===== src/rtl/variable_partition_allocator_unit_macros.svh =====
// Assertion macros for the variable partition allocator.
`ifndef VARIABLE_PARTITION_ALLOCATOR_UNIT_MACROS_SVH
`define VARIABLE_PARTITION_ALLOCATOR_UNIT_MACROS_SVH
`ifndef SYNTHESIS
`define VPA_ASSERT_IMPL(label, clk, rst_n, prop, msg) \
    label: assert property (@(posedge clk) disable iff (!rst_n) prop) else $error(msg);
`define VPA_ASSERT_NEVER(label, clk, rst_n, cond, msg) \
    label: assert property (@(posedge clk) disable iff (!rst_n) !(cond)) else $error(msg);
`else
`define VPA_ASSERT_IMPL(label, clk, rst_n, prop, msg)
`define VPA_ASSERT_NEVER(label, clk, rst_n, cond, msg)
`endif
`endif


===== src/rtl/vpa_pkg.sv =====
`timescale 1ns / 1ps
// ----------------------------------------------------------------------------
// vpa_pkg
// Shared types and constants of the variable partition allocator.
// ----------------------------------------------------------------------------
package vpa_pkg;
    localparam int MEM_UNITS  = 32;
    localparam int OWNER_BITS = 8;
    localparam int IDX_W      = $clog2(MEM_UNITS);
    localparam int LEN_W      = $clog2(MEM_UNITS + 1);
    localparam int CNT_W      = $clog2(MEM_UNITS + 1);

    typedef enum logic [1:0] {
        ST_DONE     = 2'd0,
        ST_NO_FIT   = 2'd1,
        ST_NO_OWNER = 2'd2,
        ST_ZERO     = 2'd3
    } status_t;

    typedef enum logic [1:0] {
        POL_FIRST = 2'd0,
        POL_BEST  = 2'd1,
        POL_WORST = 2'd2,
        POL_ALT   = 2'd3
    } policy_t;

    localparam logic OP_ALLOC   = 1'b0;
    localparam logic OP_RELEASE = 1'b1;

    typedef struct packed {
        logic [IDX_W-1:0]      start;
        logic [LEN_W-1:0]      len;
        logic [OWNER_BITS-1:0] owner;
        logic                  used;
    } seg_t;

    // Classified command from front to back.
    typedef struct packed {
        logic                  op;
        logic                  zero;
        logic [OWNER_BITS-1:0] owner;
        logic [5:0]            size;
    } cmd_t;

    typedef struct packed {
        status_t    status;
        logic [4:0] start_address;
        logic [5:0] segment_length;
    } rsp_t;
endpackage


===== src/rtl/vpa_front.sv =====
`timescale 1ns / 1ps
// ----------------------------------------------------------------------------
// vpa_front
// Accepts request words, classifies them and queues them for the engine.
// ----------------------------------------------------------------------------
module vpa_front
    import vpa_pkg::*;
(
    input  logic             clk,
    input  logic             rst_n,
    input  logic             in_valid,
    output logic             in_ready,
    input  logic             in_op,
    input  logic [7:0]       in_owner,
    input  logic [5:0]       in_size,
    output logic             q_valid,
    input  logic             q_pop,
    output cmd_t             q_cmd
);
    // two-entry queue
    cmd_t       q_reg [2];
    logic [1:0] cnt_reg, cnt_next;
    logic       rd_reg, rd_next;
    logic       wr_ptr;
    logic       push;
    cmd_t       c;

    assign in_ready = (cnt_reg != 2'd2);
    assign push     = in_valid && in_ready;
    assign q_valid  = (cnt_reg != 2'd0);
    assign q_cmd    = q_reg[rd_reg];
    assign wr_ptr   = rd_reg ^ cnt_reg[0];

    always_comb
    begin
        c.op    = in_op;
        c.owner = in_owner[OWNER_BITS-1:0];
        c.size  = in_size;
        c.zero  = (in_op == OP_ALLOC) && (in_size == 6'd0);
        cnt_next = cnt_reg + {1'b0, push} - {1'b0, q_pop};
        rd_next  = rd_reg ^ q_pop;
    end

    always_ff @(posedge clk)
    begin
        if (push)
        begin
            q_reg[wr_ptr] <= c;
        end
    end

    always_ff @(posedge clk or negedge rst_n)
    begin
        if (!rst_n)
        begin
            cnt_reg <= 2'd0;
            rd_reg  <= 1'b0;
        end
        else
        begin
            cnt_reg <= cnt_next;
            rd_reg  <= rd_next;
        end
    end
endmodule


===== config.mk =====
export PLATFORM = sky130hd
export DESIGN_NAME = vpa_front
export DESIGN_NICKNAME = d
export VERILOG_FILES = /design/src/rtl/variable_partition_allocator_unit_macros.svh /design/src/rtl/vpa_pkg.sv /design/src/rtl/vpa_front.sv
export SDC_FILE = /design/constraint.sdc
export NUM_CORES = 1
export LEC_CHECK = 0
export BUFFER_PORTS_ARGS = -buffer_cell sky130_fd_sc_hd__buf_4
export CORE_MARGIN = 3
export CORE_UTILIZATION = 50
export CTS_CLUSTER_SIZE = 10
export DETAILED_ROUTE_END_ITERATION = 8
export GPL_TIMING_DRIVEN = 0
export PLACE_DENSITY_LB_ADDON = 0.12
export SLEW_MARGIN = 20
export SYNTH_ARGS = -nofsm -noshare
export SYNTH_HDL_FRONTEND = slang
export SYNTH_SLANG_ARGS = --single-unit
export TNS_END_PERCENT = 1

===== constraint.sdc =====
create_clock -name clk -period 2.56 [get_ports clk]
set_input_delay 0.256 -clock clk [delete_from_list [all_inputs] [get_ports clk]]
set_output_delay 0.256 -clock clk [all_outputs]
set_load 0.01 [all_outputs]

==> run summary <==
The flow ran to the end, and the final reports show no timing, DRC or antenna violations. Summed over all cells, the static leakage comes to 0.664 nW. The register with the most flip-flops in the layout has 32 of them.

The initial antenna violation count came out at 0. STA classifies the critical path startpoint as a register. For this design, the sink count on the clock tree is 35.

The shortest clock period the worst path allows after layout is 1920 ps. The final-report setup violation count is 0. The first global-routing pass estimated 3540 um of wire.

The global placer's final weighted congestion is 0.779. Yosys attributes the largest share of cell area to edfxtp_1 (71%), mux2_2 (13%), dfrtp_1 (5.5%). The setup path with the least slack is of type register to register.

The sum of routed wire length over all layers came out at about 2200 um. The sum of negative setup slack came out at 0 ps. The final hold violation count is 0. The pin count of the biggest net entering global routing is 17. STA classifies the critical path endpoint as a register. The repair_antennas step left the layout with diodes totalling 0.

The overflow left after global routing came out at 0. The average footprint of a synthesized cell came out at roughly 19 um2. The total power came out at around 0.0018 W. The core utilization of the finished layout is between 60 and 70%. For this configuration, the core starts out at a cell density of between 50% and 60%. The instance count of the mapped netlist came out at 70.

The number of nets in the synthesized netlist came out at 91. VDD sags by at most approximately 0.75 mV. The die boundary height is between 50 and 60 um. The die area is approximately 3400 um2. Of all cell types, the one taking the most synthesized area is edfxtp_1.

Headroom to the max-slew limit came out at 51.3%. In this run the biggest area consumer among cell types represents 70.7% of the synthesized area. In this run the tool buffered the top-level ports with 36 buffer cells. The number of different library cells in the post-synthesis netlist is 18. The number of H-tree levels came out at 2. The endpoint required time on the critical path came out at 2520 ps. The area of the core is 2520 um2.

The final max-slew violation count came out at 0. CTS placed an instance of clkbuf_4 at the clock tree root. Cells with a size suffix above 1 make up between 50% and 60% of the layout. The clock insertion delay at the later pin of the skew report is 330 ps. The routed via count divided by cell count came out at roughly 5. The number of iterations in the first detailed-routing pass is 3.

The TritonCTS clock tree is built. The cell area that synthesis handed to floorplanning was between 1000 and 1500 um2. Setup repair after global routing left no endpoint under its margin. The hold slack is 105 ps. The number of warnings printed during yosys synthesis is 0. The number of placement rows is 18. The number of synthesized register bits is 35. The launch instance of the worst register-to-register path is rd_reg$_DFF_PN0_. The chip width came out at a little under 60 um. After the last flow step, the layout net total stands at 136. The count of routing violations after the opening detailed-route iteration came out at 15.

The source of the critical timing path is rd_reg$_DFF_PN0_. The clock-pin slew on the worst setup and hold paths is ~100 ps. The half-perimeter wire length after detailed placement came out at 1570 um. The post-route fraction of the period consumed by the critical path came out at 75.0%. The arrival time of the worst setup path came out at 1880 ps. The sequential area share after synthesis came out at about three quarters.

The number of I/O pins came out at 37. The number of global-route vias before repair came out at between 700 and 800. The number of clock buffers inserted by TritonCTS is 5. The global-route usage over all layers is around 15%. The power per standard cell area is 1060 nW/um2. The count of antenna-violating nets left after detailed routing is 0. The post-synthesis to final-layout area growth came out at 28.1%. The upper clock frequency limit came out at 0.521 GHz. The number of maximum-capacitance constraint violations came out at 0. For this block, the via count after detailed routing is 741.

The post-detailed-route wirelength per cell came out at between 10 and 15 um. The worst hold path belongs to the class primary input to register. The maximum number of buffers from clock root to sink is 2. In the routed design, unresolved DRC markers number 0. In this run the most critical hold path is launched from q_pop. The worst clock skew is between 9 and 10 ps. The transition time of the tightest slew-check pin is 731 ps. The top fanout value on the critical path is 16.
==> layout by cell type (no fill, tap or decap), types with 2 or more instances in the layout <==
cell type / instances
nand2_1: 2
clkinv_1: 2
ha_1: 2
buf_4: 36
buf_2: 2
edfxtp_1: 32
dfrtp_1: 3
mux2_2: 16
clkbuf_4: 5
xnor2_1: 2
==> final cells by class <==
cell class	instances	area, um2
clock inverter	2	7.51
inverter	1	3.75
fill	190	781
clock buffer	6	41.3
sequential	35	1040
buffer	2	10.0
tap	30	37.5
timing repair buffer	38	292
multi-input combinational	32	314
==> cell families after synthesis <==
family | after synthesis | synth area share (%)
adder cells (fa/ha/maj) | 2 | 1.84
XOR/XNOR | 3 | 1.93
AND/OR/NAND/NOR | 9 | 4.69
buffers and inverters | 3 | 1.01
AO/OA/AOI/OAI | 2 | 1.10
flip-flops | 35 | 76.2
multiplexers | 16 | 13.2
==> per-layer routing <==
| layer | share of wire [%] | global-route usage [%] | vias up |
|---|---|---|---|
| li1 | - | - | 361 |
| met1 | 38 | 16.7 | 353 |
| met2 | 53 | 25.0 | 23 |
| met3 | 7.1 | 6.90 | 4 |
| met4 | 1.6 | 4.97 | 0 |
| met5 | 0 | 0 | - |
==> timing repair <==
item                      in CTS  in global routing
hold buffers                   1                  0
setup buffers                  0                  0
resized for setup              0                  0
hold endpoints to repair       3                  0
==> stage by stage <==
step	std cells	cell area (um2)	worst slack, ps
floorplan	70	1360	590
global placement	136	1670	128
detailed placement	137	1680	640
CTS	146	1740	612
global route	146	1740	503
finish	146	1740	639
==> Yosys cell counts (all sizes together) <==
cell	instances
edfxtp	32
mux2	16
dfrtp	3
buf	2
ha	2
nand2	2
xnor2	2
a21boi	1
inv	1
nand2b	1
nor2b	1
nor3b	1
nor4	1
o21a	1
or2	1
or3	1
or4	1
xor2	1
==> worst max-delay path: stages (launching register included) <==
cell and delay [ps]:
dfrtp_1 370, buf_2 250, nor3b_1 270, o21a_1 650
==> power breakdown <==
group          internal [W]  leakage (nW)  switching [W]
registers          0.000805         0.332      0.0000543
logic              0.000383         0.305       0.000339
clock network      0.000102        0.0273       0.000162
total               0.00129         0.664       0.000555
==> final timing paths <==
| kind | slack (ps) | end | cells after the start |
|---|---|---|---|
| max in group asynchronous | 2220 | cnt_reg[1]$_DFF_PN0_ | 2 |
| setup / recovery | 640 | q_reg[1][5]$_DFFE_PP_ | 3 |
| setup reg to reg | 640 | q_reg[1][5]$_DFFE_PP_ | 3 |
| hold reg to reg | 650 | cnt_reg[0]$_DFF_PN0_ | 1 |
| min in group asynchronous | 240 | rd_reg$_DFF_PN0_ | 2 |
| hold / removal | 100 | rd_reg$_DFF_PN0_ | 2 |
(Power assumes the default switching activity.)
